<file path="src/rqt_pkg.sv">
`default_nettype none
// ---------------------------------------------------------------------------
// Retransmit queue timer package
// Shared types, mode codes, register indexes and reset constants.
// ---------------------------------------------------------------------------
package rqt_pkg;

    // Default queue depth
    localparam int QUEUE_DEPTH = 16;

    // Item mode codes (query and unused codes only report)
    localparam logic [2:0] MODE_PUSH = 3'd0;
    localparam logic [2:0] MODE_ACK  = 3'd1;
    localparam logic [2:0] MODE_RETX = 3'd3;
    localparam logic [2:0] MODE_RTO  = 3'd4;

    // Configuration register indexes
    localparam int CFG_IDX_W = 2;
    localparam logic [CFG_IDX_W-1:0] CFG_START_TO = 2'd0;
    localparam logic [CFG_IDX_W-1:0] CFG_RESET_TO = 2'd1;
    localparam logic [CFG_IDX_W-1:0] CFG_MAX_TO   = 2'd2;

    // Reset values and fixed report constants
    localparam logic [31:0] START_TO_RST    = 32'd1000;
    localparam logic [31:0] RESET_TO_RST    = 32'd1000;
    localparam logic [31:0] MAX_TO_RST      = 32'd60000;
    localparam logic [31:0] EMPTY_TIME_LEFT = 32'd1000;
    localparam logic [15:0] RETRY_MAX       = 16'hFFFF;

    // Input item
    typedef struct packed {
        logic [2:0]  mode;
        logic [31:0] seq_start;
        logic [31:0] seq_stop;
        logic [31:0] ack_number;
        logic [31:0] now_ms;
    } t_in;

    // Result item
    typedef struct packed {
        logic        ack_removed;
        logic        push_dropped;
        logic        expired;
        logic        front_valid;
        logic [31:0] front_seq_start;
        logic [31:0] front_seq_stop;
        logic [15:0] front_retries;
        logic [31:0] time_left_ms;
        logic [4:0]  entry_count;
    } t_out;

    // Controller to datapath commands
    typedef struct packed {
        logic load;     // capture the accepted item
        logic exec;     // apply one step of the item's mode
        logic elapse;   // register elapsed time of the front entry
        logic report;   // build and present the result
    } t_cmd;

    // Datapath to controller status
    typedef struct packed {
        logic pop;      // ack step in progress will retire the front entry
    } t_sts;

endpackage
`default_nettype wire

</file>
<file path="src/tcp_retransmit_queue_timer.sv">
`default_nettype none
// ---------------------------------------------------------------------------
// TCP retransmit queue timer
// FIFO of unacknowledged segments with a retransmit timer and backoff.
// ---------------------------------------------------------------------------
// Usage:
//   Items are issued on i_start with the payload on i_in; an item is taken
//   at an edge where i_start is high and o_busy is low. Each item yields one
//   result on o_out, marked by o_done for exactly one cycle. The result
//   side has no back-pressure, so the receiver must take every beat.
//   Sequence: after accept the item runs the exec, settle, elapse and
//   report steps; an ack runs exec and settle again for every entry it
//   retires (each pop waits in settle for the registered head read of the
//   entry memory). o_busy drops in the cycle the result is shown, so the
//   next item may start then; no item is taken while one is in progress.
//   Configuration: register index and data on i_cfg_index / i_cfg_data,
//   written when i_cfg_valid and o_cfg_ready are both high; ready is high
//   while no item is in progress. Writing start_timeout also reloads the
//   current timeout.
//   Reset (synchronous, active low) empties the queue, restores the
//   register defaults and loads the current timeout from start_timeout.
// ---------------------------------------------------------------------------
module tcp_retransmit_queue_timer #(
    parameter int QUEUE_DEPTH = rqt_pkg::QUEUE_DEPTH
) (
    input  wire logic                          i_clk,
    input  wire logic                          i_rst_n,
    input  wire logic                          i_start,
    output logic                               o_busy,
    input  wire rqt_pkg::t_in                  i_in,
    output logic                               o_done,
    output rqt_pkg::t_out                      o_out,
    input  wire logic                          i_cfg_valid,
    output logic                               o_cfg_ready,
    input  wire logic [rqt_pkg::CFG_IDX_W-1:0] i_cfg_index,
    input  wire logic [31:0]                   i_cfg_data
);

    rqt_pkg::t_cmd cmd;
    rqt_pkg::t_sts sts;
    logic          busy;
    logic          cfg_we;

    // Config writes are taken between items
    assign o_cfg_ready = !busy;
    assign cfg_we      = i_cfg_valid && !busy;
    assign o_busy      = busy;

    rqt_ctrl u_ctrl (
        .i_clk   (i_clk),
        .i_rst_n (i_rst_n),
        .i_start (i_start),
        .i_sts   (sts),
        .o_cmd   (cmd),
        .o_busy  (busy)
    );

    rqt_dp #(
        .QUEUE_DEPTH (QUEUE_DEPTH)
    ) u_dp (
        .i_clk       (i_clk),
        .i_rst_n     (i_rst_n),
        .i_in        (i_in),
        .i_cmd       (cmd),
        .o_sts       (sts),
        .i_cfg_we    (cfg_we),
        .i_cfg_index (i_cfg_index),
        .i_cfg_data  (i_cfg_data),
        .o_done      (o_done),
        .o_out       (o_out)
    );

endmodule
`default_nettype wire

</file>
<file path="src/rqt_ctrl.sv">
`default_nettype none
// ---------------------------------------------------------------------------
// Retransmit queue timer controller
// Sequences one item: execute, settle the head read, time and report.
// ---------------------------------------------------------------------------
module rqt_ctrl (
    input  wire logic         i_clk,
    input  wire logic         i_rst_n,
    input  wire logic         i_start,
    input  wire rqt_pkg::t_sts i_sts,
    output rqt_pkg::t_cmd     o_cmd,
    output logic              o_busy
);

    typedef enum logic [2:0] {
        S_IDLE,
        S_EXEC,
        S_SETTLE,
        S_ELAPSE,
        S_REPORT
    } t_state;

    t_state r_state;
    logic   r_busy;
    logic   r_again;

    // State and registered outputs
    always_ff @(posedge i_clk) begin
        if (!i_rst_n) begin
            r_state <= S_IDLE;
            r_busy  <= 1'b0;
            r_again <= 1'b0;
        end else begin
            case (r_state)
                S_IDLE: begin
                    if (i_start) begin
                        r_state <= S_EXEC;
                        r_busy  <= 1'b1;
                    end
                end
                S_EXEC: begin
                    r_again <= i_sts.pop;
                    r_state <= S_SETTLE;
                end
                S_SETTLE: begin
                    // after a pop the new head must be examined again
                    r_state <= r_again ? S_EXEC : S_ELAPSE;
                end
                S_ELAPSE: begin
                    r_state <= S_REPORT;
                end
                S_REPORT: begin
                    r_state <= S_IDLE;
                    r_busy  <= 1'b0;
                end
                default: begin
                    r_state <= S_IDLE;
                    r_busy  <= 1'b0;
                end
            endcase
        end
    end

    // Commands
    always_comb begin
        o_cmd        = '0;
        o_cmd.load   = (r_state == S_IDLE) && i_start;
        o_cmd.exec   = (r_state == S_EXEC);
        o_cmd.elapse = (r_state == S_ELAPSE);
        o_cmd.report = (r_state == S_REPORT);
    end

    assign o_busy = r_busy;

`ifndef SYNTHESIS
    // busy flag tracks the state machine
    a_busy_state: assert property (@(posedge i_clk) disable iff (!i_rst_n)
        o_busy == (r_state != S_IDLE))
        else $error("busy flag out of step with state");

    // after the elapse step an item always goes on to report, then busy drops
    a_elapse_report: assert property (@(posedge i_clk) disable iff (!i_rst_n)
        o_cmd.elapse |=> o_cmd.report ##1 !o_busy)
        else $error("elapse not followed by report");

    // a settle without a pending pop leads to timing, not another step
    a_settle_exit: assert property (@(posedge i_clk) disable iff (!i_rst_n)
        (r_state == S_SETTLE && !r_again) |=> o_cmd.elapse)
        else $error("settle did not move on to elapse");
`endif

endmodule
`default_nettype wire

</file>
<file path="src/rqt_dp.sv">
`default_nettype none
// ---------------------------------------------------------------------------
// Retransmit queue timer datapath
// Entry memory, queue pointers, timeout registers and result register.
// ---------------------------------------------------------------------------
module rqt_dp #(
    parameter int QUEUE_DEPTH = rqt_pkg::QUEUE_DEPTH
) (
    input  wire logic                       i_clk,
    input  wire logic                       i_rst_n,
    input  wire rqt_pkg::t_in               i_in,
    input  wire rqt_pkg::t_cmd              i_cmd,
    output rqt_pkg::t_sts                   o_sts,
    input  wire logic                       i_cfg_we,
    input  wire logic [rqt_pkg::CFG_IDX_W-1:0] i_cfg_index,
    input  wire logic [31:0]                i_cfg_data,
    output logic                            o_done,
    output rqt_pkg::t_out                   o_out
);

    localparam int PW = $clog2(QUEUE_DEPTH);
    localparam int OW = $clog2(QUEUE_DEPTH + 1);

    typedef struct packed {
        logic [31:0] seq_start;
        logic [31:0] seq_stop;
        logic [31:0] sent_time;
        logic [15:0] retries;
    } t_entry;

    t_entry        r_mem [QUEUE_DEPTH];
    t_entry        r_rdata;
    rqt_pkg::t_in  r_item;
    rqt_pkg::t_out r_out;
    logic          r_done;
    logic [PW-1:0] r_head;
    logic [PW-1:0] r_tail;
    logic [OW-1:0] r_occ;
    logic [31:0]   r_cur_to;
    logic [31:0]   r_start_to;
    logic [31:0]   r_reset_to;
    logic [31:0]   r_max_to;
    logic [31:0]   r_elapsed;
    logic          r_removed;
    logic          r_dropped;

    logic          empty;
    logic          full;
    logic          pop;
    logic          push_ok;
    logic          retx_ok;
    logic          w_en;
    logic [PW-1:0] w_addr;
    t_entry        w_data;
    logic [PW-1:0] head_nx;
    logic [PW-1:0] tail_nx;
    logic [15:0]   retries_inc;
    logic [32:0]   doubled;
    logic [31:0]   backoff;
    logic [32:0]   diff;
    rqt_pkg::t_out n_out;

    // Queue status and step decode
    assign empty   = (r_occ == '0);
    assign full    = (r_occ == OW'(QUEUE_DEPTH));
    assign pop     = (r_item.mode == rqt_pkg::MODE_ACK) && !empty
                     && (r_rdata.seq_stop <= r_item.ack_number);
    assign push_ok = i_cmd.exec && (r_item.mode == rqt_pkg::MODE_PUSH) && !full;
    assign retx_ok = i_cmd.exec && (r_item.mode == rqt_pkg::MODE_RETX) && !empty;
    assign o_sts.pop = pop;

    assign head_nx = (r_head == PW'(QUEUE_DEPTH - 1)) ? '0 : r_head + 1'b1;
    assign tail_nx = (r_tail == PW'(QUEUE_DEPTH - 1)) ? '0 : r_tail + 1'b1;

    // Retransmit stamp and backoff
    assign retries_inc = (r_rdata.retries == rqt_pkg::RETRY_MAX) ?
                         r_rdata.retries : r_rdata.retries + 16'd1;
    assign doubled = {r_cur_to, 1'b0};
    assign backoff = (doubled > {1'b0, r_max_to}) ? r_max_to : doubled[31:0];

    // Memory write port: new tail on push, restamped head on retransmit
    always_comb begin
        w_en   = push_ok || retx_ok;
        w_addr = push_ok ? r_tail : r_head;
        if (push_ok) begin
            w_data = '{seq_start: r_item.seq_start, seq_stop: r_item.seq_stop,
                       sent_time: r_item.now_ms, retries: 16'd0};
        end else begin
            w_data = '{seq_start: r_rdata.seq_start, seq_stop: r_rdata.seq_stop,
                       sent_time: r_item.now_ms, retries: retries_inc};
        end
    end

    // Entry memory; the head entry is read every cycle
    always_ff @(posedge i_clk) begin
        if (w_en) begin
            r_mem[w_addr] <= w_data;
        end
        r_rdata <= r_mem[r_head];
    end

    // Item capture and timing payload
    always_ff @(posedge i_clk) begin
        if (i_cmd.load) begin
            r_item <= i_in;
        end
        if (i_cmd.elapse) begin
            r_elapsed <= r_item.now_ms - r_rdata.sent_time;
        end
        if (i_cmd.report) begin
            r_out <= n_out;
        end
    end

    // Queue pointers, flags, timeout and configuration registers
    always_ff @(posedge i_clk) begin
        if (!i_rst_n) begin
            r_head     <= '0;
            r_tail     <= '0;
            r_occ      <= '0;
            r_removed  <= 1'b0;
            r_dropped  <= 1'b0;
            r_done     <= 1'b0;
            r_start_to <= rqt_pkg::START_TO_RST;
            r_reset_to <= rqt_pkg::RESET_TO_RST;
            r_max_to   <= rqt_pkg::MAX_TO_RST;
            r_cur_to   <= rqt_pkg::START_TO_RST;
        end else begin
            r_done <= i_cmd.report;
            if (i_cmd.load) begin
                r_removed <= 1'b0;
                r_dropped <= 1'b0;
            end
            if (push_ok) begin
                r_tail <= tail_nx;
                r_occ  <= r_occ + 1'b1;
            end
            if (i_cmd.exec && (r_item.mode == rqt_pkg::MODE_PUSH) && full) begin
                r_dropped <= 1'b1;
            end
            if (i_cmd.exec && pop) begin
                r_head    <= head_nx;
                r_occ     <= r_occ - 1'b1;
                r_removed <= 1'b1;
            end
            // timeout: config write of start value, backoff, or restore
            if (i_cfg_we && (i_cfg_index == rqt_pkg::CFG_START_TO)) begin
                r_start_to <= i_cfg_data;
                r_cur_to   <= i_cfg_data;
            end else if (retx_ok) begin
                r_cur_to <= backoff;
            end else if (i_cmd.exec && (r_item.mode == rqt_pkg::MODE_RTO)) begin
                r_cur_to <= r_reset_to;
            end
            if (i_cfg_we && (i_cfg_index == rqt_pkg::CFG_RESET_TO)) begin
                r_reset_to <= i_cfg_data;
            end
            if (i_cfg_we && (i_cfg_index == rqt_pkg::CFG_MAX_TO)) begin
                r_max_to <= i_cfg_data;
            end
        end
    end

    // Report: expired when elapsed reaches the timeout
    assign diff = {1'b0, r_cur_to} - {1'b0, r_elapsed};

    always_comb begin
        n_out              = '0;
        n_out.ack_removed  = r_removed;
        n_out.push_dropped = r_dropped;
        n_out.entry_count  = 5'(r_occ);
        n_out.time_left_ms = rqt_pkg::EMPTY_TIME_LEFT;
        if (!empty) begin
            n_out.front_valid     = 1'b1;
            n_out.front_seq_start = r_rdata.seq_start;
            n_out.front_seq_stop  = r_rdata.seq_stop;
            n_out.front_retries   = r_rdata.retries;
            if (diff[32] || (diff[31:0] == 32'd0)) begin
                n_out.expired      = 1'b1;
                n_out.time_left_ms = 32'd0;
            end else begin
                n_out.time_left_ms = diff[31:0];
            end
        end
    end

    assign o_done = r_done;
    assign o_out  = r_out;

`ifndef SYNTHESIS
    // occupancy never exceeds the queue depth
    a_occ_bound: assert property (@(posedge i_clk) disable iff (!i_rst_n)
        r_occ <= OW'(QUEUE_DEPTH))
        else $error("queue occupancy above depth");

    // pointers meet only when the queue is empty or full
    a_ptr_meet: assert property (@(posedge i_clk) disable iff (!i_rst_n)
        (r_head == r_tail) == (empty || full))
        else $error("queue pointers inconsistent with occupancy");

    // result strobe lasts a single cycle
    a_done_pulse: assert property (@(posedge i_clk) disable iff (!i_rst_n)
        r_done |=> !r_done)
        else $error("result strobe held longer than one cycle");

    // an ack never adds entries (a push never removes any; only the ack side is asserted)
    a_occ_dir: assert property (@(posedge i_clk) disable iff (!i_rst_n)
        (i_cmd.exec && (r_item.mode == rqt_pkg::MODE_ACK)) |=> r_occ <= $past(r_occ))
        else $error("ack step grew the queue");
`endif

endmodule
`default_nettype wire

</file>
<file path="config.mk">
export PLATFORM = sky130hd
export DESIGN_NAME = tcp_retransmit_queue_timer
export DESIGN_NICKNAME = d
export VERILOG_FILES = /design/src/rqt_pkg.sv /design/src/tcp_retransmit_queue_timer.sv /design/src/rqt_ctrl.sv /design/src/rqt_dp.sv
export SDC_FILE = /design/constraint.sdc
export NUM_CORES = 2
export LEC_CHECK = 0
export BUFFER_PORTS_ARGS = -buffer_cell sky130_fd_sc_hd__buf_2
export CORE_ASPECT_RATIO = 1.75
export CORE_MARGIN = 3
export CORE_UTILIZATION = 66
export CTS_CLUSTER_DIAMETER = 200
export DETAILED_ROUTE_END_ITERATION = 6
export PLACE_DENSITY_LB_ADDON = 0.25
export SYNTH_ARGS = -nofsm -noshare
export SYNTH_HDL_FRONTEND = slang
export SYNTH_SLANG_ARGS = --single-unit
</file>
<file path="constraint.sdc">
create_clock -name i_clk -period 20.6 [get_ports i_clk]
set_input_delay 2.06 -clock i_clk [delete_from_list [all_inputs] [get_ports i_clk]]
set_output_delay 2.06 -clock i_clk [all_outputs]
set_load 0.05 [all_outputs]
</file>
Yosys cells after proc, flatten, opt, wreduce, memory -nomap -nowiden
Memories as Yosys holds them, arrays and structs flattened. A register that Yosys moved wholly into a read port is not among the register bits.
Index checks and enable logic that the tools add are counted.
- add/sub/neg operators: 7
- multiply operators: 0
- div/mod/pow operators: 0
- magnitude comparators: 2
- eq/ne operators: 14
- shifts and indexed selects: 0
- muxes and demuxes: 24
- bitwise logic cells: 1
- reduce and logical (&&, ||, !) cells: 31
- operators with widths (kind ; count):
    2-to-1 mux 32 bit ; 5
    2-to-1 mux 113 bit ; 1
    2-to-1 mux 112 bit ; 1
    > comparator 33 x 32 -> 1 bit ; 1
    subtractor 32 x 32 -> 33 bit ; 1
    <= comparator 32 bit ; 1
    logical NOT 32 bit ; 1
    subtractor 32 bit ; 1
    adder 16 x 1 -> 16 bit, second input constant ; 1
    equality test 16 bit, second input constant ; 1
    2-to-1 mux 16 bit ; 1
    logical AND 1 bit ; 14
    2-to-1 mux 4 bit ; 3
    one-hot mux 3 bit (4 select lines) ; 1
    2-to-1 mux 5 bit ; 2
    equality test 3 x 2 -> 1 bit, second input constant ; 3
    adder 4 x 1 -> 4 bit, second input constant ; 2
    equality test 4 bit, second input constant ; 2
    2-to-1 mux 1 bit ; 7
    equality test 3 x 1 -> 1 bit, second input constant ; 2
    equality test 3 bit, second input constant ; 2
    logical NOT 3 bit ; 2
    nonzero test 2 bit ; 3
    adder 5 x 1 -> 5 bit, second input constant ; 1
    other kinds (17) ; 20
- register bits: 401
- latch bits: 0
- bits in writable memories: 1792
- ROM bits: 0
- input port bits: 169
- output and inout bits: 124
- word-level logic and storage cells: 108
- memories kept: 1
- memories (name ; depth ; bits a word ; rd ports ; clocked after Yosys merged registers in ; wr ports ; line ; text):
    u_dp.r_mem ; 16 ; 112 ; 1 ; 1 ; 1 ; rqt_dp.sv:31 ; t_entry r_mem [QUEUE_DEPTH];

Longest topological paths before layout
- depth in word-level cells: 6
- mapped depth: 19
- depth with buffers taken out: 18

Hierarchy
A second synthesis with hierarchy kept.
- cell total of the unflattened synthesis: 4717
- area total of the unflattened synthesis: 90420.5 um2
- modules (own cells, without submodules) (module ; times used ; cells each ; area an instance (um2) ; sequential area each (um2)):
    rqt_dp ; 1 ; 4692 ; 90201.5 ; 66824.1
    rqt_ctrl ; 1 ; 23 ; 209.0 ; 100.1
    tcp_retransmit_queue_timer ; 1 ; 2 ; 10.0 ; 0.0

Least setup slack after synthesis
Ideal clock, no wire load.
- path kind: flip-flop to flip-flop
- start: register u_ctrl.r_state[1]
- end: memory u_dp.r_mem[9][0] (netlist name), enable pin
- setup time: 585 ps
- arrival time: 6570 ps
- data required time: 20015 ps
- setup slack: 13445 ps
- cell stages (with the launch flop): 9
- path buffers: 2
- clock period less this slack: 7155 ps
- cells stage by stage: dfxtp_1 > nand2b_1 > or2_2 > nor4_1 > and2_1 > clkbuf_1 > clkbuf_1 > a31oi_1 > nor2_1
- longest elaborated chain between the ends: 6
- elaborated cells on any way between the ends: 9
- classes of those cells: eq/ne (1); mux (3); reduce/logical (5)
- RTL lines (what ; line ; text):
    from (decl) ; rqt_ctrl.sv:23 ; t_state r_state;
    from (signal assigned) ; rqt_ctrl.sv:47 ; r_state <= r_again ? S_EXEC : S_ELAPSE;
    equality test 3 x 1 -> 1 bit * ; rqt_ctrl.sv:68 ; o_cmd.exec = (r_state == S_EXEC);
    logical AND 1 bit, on equally long branches (2 in series) ; rqt_dp.sv:68, rqt_dp.sv:69 ;
    logical OR 1 bit ; rqt_dp.sv:83 ; w_en = push_ok || retx_ok;
    2-to-1 mux 1 bit ; rqt_dp.sv:96 ; if (w_en) begin
    2-to-1 mux 1 bit (not written as such) ; rqt_dp.sv:97 ; r_mem[w_addr] <= w_data;
    to (decl) ; rqt_dp.sv:31 ;
Mark *: on every way between the ends. The rest lies on a longest branch, timed or not.

Worst setup path after layout
- start: register u_ctrl.r_state[1]
- end: memory u_dp.r_mem[10][35] (netlist name), enable pin
Same word-level chain as after synthesis.

==> impl_metrics.json <==
{
  "rsz0062_at_grt": "false",
  "drc": 2,
  "yosys.area.top_type_share_pct": 69.1,
  "n_fill_cell": 7397,
  "synth_most_common_cell": "edfxtp_1",
  "cp_slowest_stage_delay_ns": 1.10,
  "maxCapViolations": 0,
  "synthFlopType": "edfxtp_1",
  "grt_first_pass_wirelength_um": 332000,
  "cp_cell_sequence": "nand2b_1 > or2_2 > nor4_1 > and2_4 > buf_4 > a31oi_1 > nor2_4 > buf_4 > buf_4",
  "coreArea_mm2": 0.135,
  "synth.largest_area_cell": "edfxtp_1",
  "irDropWorstVdd_v": 0.0000831,
  "seq_area_frac_synth_pct": 74.2,
  "hold_violations": 0,
  "ant_nets": 0,
  "dr.first_iter.drc_count": 5178,
  "antenna_found_initial": 9,
  "syn-num-nets": 5063,
  "clkSlewWorstSetupHoldPaths_ns": 0.06,
  "dp_slack_ns": 14.26,
  "die_w_um": 286,
  "synth_area_mm2": 0.0902,
  "drt_wl_total_um": 226000,
  "post-dp-hpwl_um": 125000,
  "endpoint_kind": "register",
  "cp-start-kind": "register",
  "worst_pin_slew_ns": 1.35,
  "path_max_fanout": 54,
  "synthDistinctLibCells": 72,
  "wl_per_cell_um": 32.0,
  "slew_violations": 0,
  "numPortBuffers": 292,
  "boundaryPins": 293,
  "syn_inst": 4759,
  "drive_above_1_share_pct": 24.3,
  "overflow": 0,
  "fmax_mhz": 157,
  "setup_viol": 0,
  "htree_num_levels": 4,
  "die_h_um": 495,
  "clock_latency_ns": 0.82,
  "skew_ns": 0.0319,
  "yosysWarnings": 0,
  "cp.required_ns": 21.03,
  "cts_root_buffer": "clkbuf_16",
  "grt_usage_pct": 32.8,
  "ys_ff_latch": 2305,
  "final.min_clock_period_ns": 6.37,
  "finalPower_mw": 9.26,
  "start_util_pct": 66.8,
  "synth-edff-count": 2076,
  "finalCritPeriodShare_pct": 30.9,
  "layout.nets": 5401,
  "power_leakage_nw": 33.1,
  "drtPass1Iterations": 7,
  "path_class": "reg -> reg",
  "hp-class": "reg -> reg",
  "syn-mean-instance-area_um2": 19.0,
  "power_density_mw_per_mm2": 92.2,
  "place.gp.congestion": 0.957,
  "cts_buffers": 189,
  "violations": "DRC",
  "status": "finished, violations left",
  "fin_ws_ns": 14.23,
  "post_cts_buffers": 0,
  "cts_hold_buf": 0,
  "critPathSlowestCell": "nor2_4",
  "cts_resized": 0,
  "grt_pass1_vias": 49500,
  "clock_sinks": 2305,
  "clockBufferDepth": 3,
  "async_flop_share_pct": 0,
  "grt_max_degree": 140,
  "area_delta_synth_final_pct": 11.4,
  "via_per_inst": 6.78,
  "synthTopCellsByCount": "edfxtp_1, mux4_2, nand2_1",
  "cp.arrival_ns": 6.80,
  "synth.area.top_cells": "edfxtp_1, mux4_2, dfxtp_1",
  "relSlewSlack_pct": 10.0,
  "final.setup.tns_ns": 0,
  "rows": 178,
  "dieArea_mm2": 0.141,
  "vias": 48000,
  "cts_tree": "done",
  "crit_path_frequent_cell": "buf_4"
}
==> cell families after synthesis <==
family,count (synthesis),share of synthesized area (%)
multiplexers,575,14.1
AND/OR/NAND/NOR,829,4.20
buffers and inverters,383,1.60
AO/OA/AOI/OAI,482,3.51
flip-flops,2305,74.2
adder cells (fa/ha/maj),135,1.90
XOR/XNOR,50,0.485
==> power breakdown <==
group	switching [mW]	internal (mW)	total, mW	leakage (nW)
Combinational	0.205	0.105	0.310	9.32
Clock	1.67	2.11	3.77	3.18
Sequential	0.0547	5.12	5.18	20.6
==> placed cells by master (no fill, tap or decap), drive strengths merged, types with 17 or more instances in the layout <==
cell type | Yosys | final
nand3 | 38 | 38
clkbuf | 179 | 253
xor2 | 17 | 17
nor3 | 37 | 37
bufinv | 0 | 23
and2 | 87 | 87
a21oi | 165 | 165
a211oi | 34 | 34
a21o | 58 | 58
nand4 | 25 | 25
ha | 132 | 132
o221ai | 27 | 27
mux4 | 560 | 560
nor2 | 157 | 157
clkinv | 0 | 58
o211ai | 17 | 17
o21a | 26 | 26
and3 | 18 | 18
o21ai | 60 | 60
a31oi | 21 | 21
edfxtp | 2076 | 2076
dfxtp | 229 | 229
inv | 162 | 173
buf | 42 | 368
xnor2 | 33 | 33
nand2 | 388 | 388
==> flip-flops by register name, indices dropped and copies added, names as in the netlist <==
register and cells:
u_dp.r_occ 5, u_ctrl.r_again 1, u_ctrl.o_busy 1, u_dp.r_item 131, u_dp.r_mem 1792, u_dp.r_reset_to 32, u_dp.r_rdata 112, u_dp.r_removed 1
u_dp.o_done 1, u_dp.r_elapsed 32, u_dp.r_head 4, u_ctrl.r_state 3, u_dp.r_dropped 1, u_dp.o_out 121, u_dp.r_cur_to 32, u_dp.r_tail 4
u_dp.r_max_to 32
==> layout make-up <==
type                       count  area, µm²  share of cell area (%)
antenna                       11       27.5                  0.0274
clock buffer                 253       5290                    5.26
clock inverter               103       1240                    1.23
inverter                     162        621                   0.618
multi-input combinational   2071      22000                    21.9
sequential                  2305      66900                    66.6
tap                         1800       2250                    2.24
timing repair buffer         368       2110                    2.10
==> final timing paths <==
check                                 startpoint                           end  slack [ns]  depth (start not counted)
setup reg to reg  u_ctrl.r_state[1]$_SDFFE_PN0P_  u_dp.r_mem[10][35]$_DFFE_PP_       14.23                          9
setup / recovery  u_ctrl.r_state[1]$_SDFFE_PN0P_  u_dp.r_mem[10][35]$_DFFE_PP_       14.23                          9
hold reg to reg      u_dp.r_removed$_SDFFE_PN0P_     u_dp.o_out[120]$_DFFE_PP_        0.44                          0
hold / removal       u_dp.r_removed$_SDFFE_PN0P_     u_dp.o_out[120]$_DFFE_PP_        0.44                          0
==> through the flow <==
| stage | area [µm²] | instances | utilization (%) | hold WS [ns] |
|---|---|---|---|---|
| 5_1_grt | 100000 | 7063 | 74.3 | 0.460 |
| 3_5_place_dp | 93900 | 6706 | 69.5 | 0.429 |
| 2_1_floorplan | 90200 | 4759 | - | 0.408 |
| 6_report | 100000 | 7073 | 74.3 | 0.440 |
| 4_1_cts | 100000 | 7062 | 74.3 | 0.444 |
| 3_3_place_gp | 93900 | 6706 | 69.5 | 0.417 |
==> metal layers <==
layer / share of wire [%] / wire, µm / GRT usage, % / vias up
li1: - / - / - / 19700
met2: 52 / 119000 / 56.7 / 2906
met3: 7.8 / 17700 / 5.50 / 644
met1: 34 / 76200 / 40.1 / 24700
met5: 0.027 / 61 / 0 / -
met4: 6.1 / 13700 / 17.0 / 6
==> critical path, delay by kind of cell (launching register included) <==
family                 cells  cell delay, ns
AOI/OAI and AO/OA          1            0.50
DFF                        1            0.35
and+or+nand+nor            5            2.78
buffers and inverters      3            2.24
No activity file was read; power rests on OpenSTA's default activity.
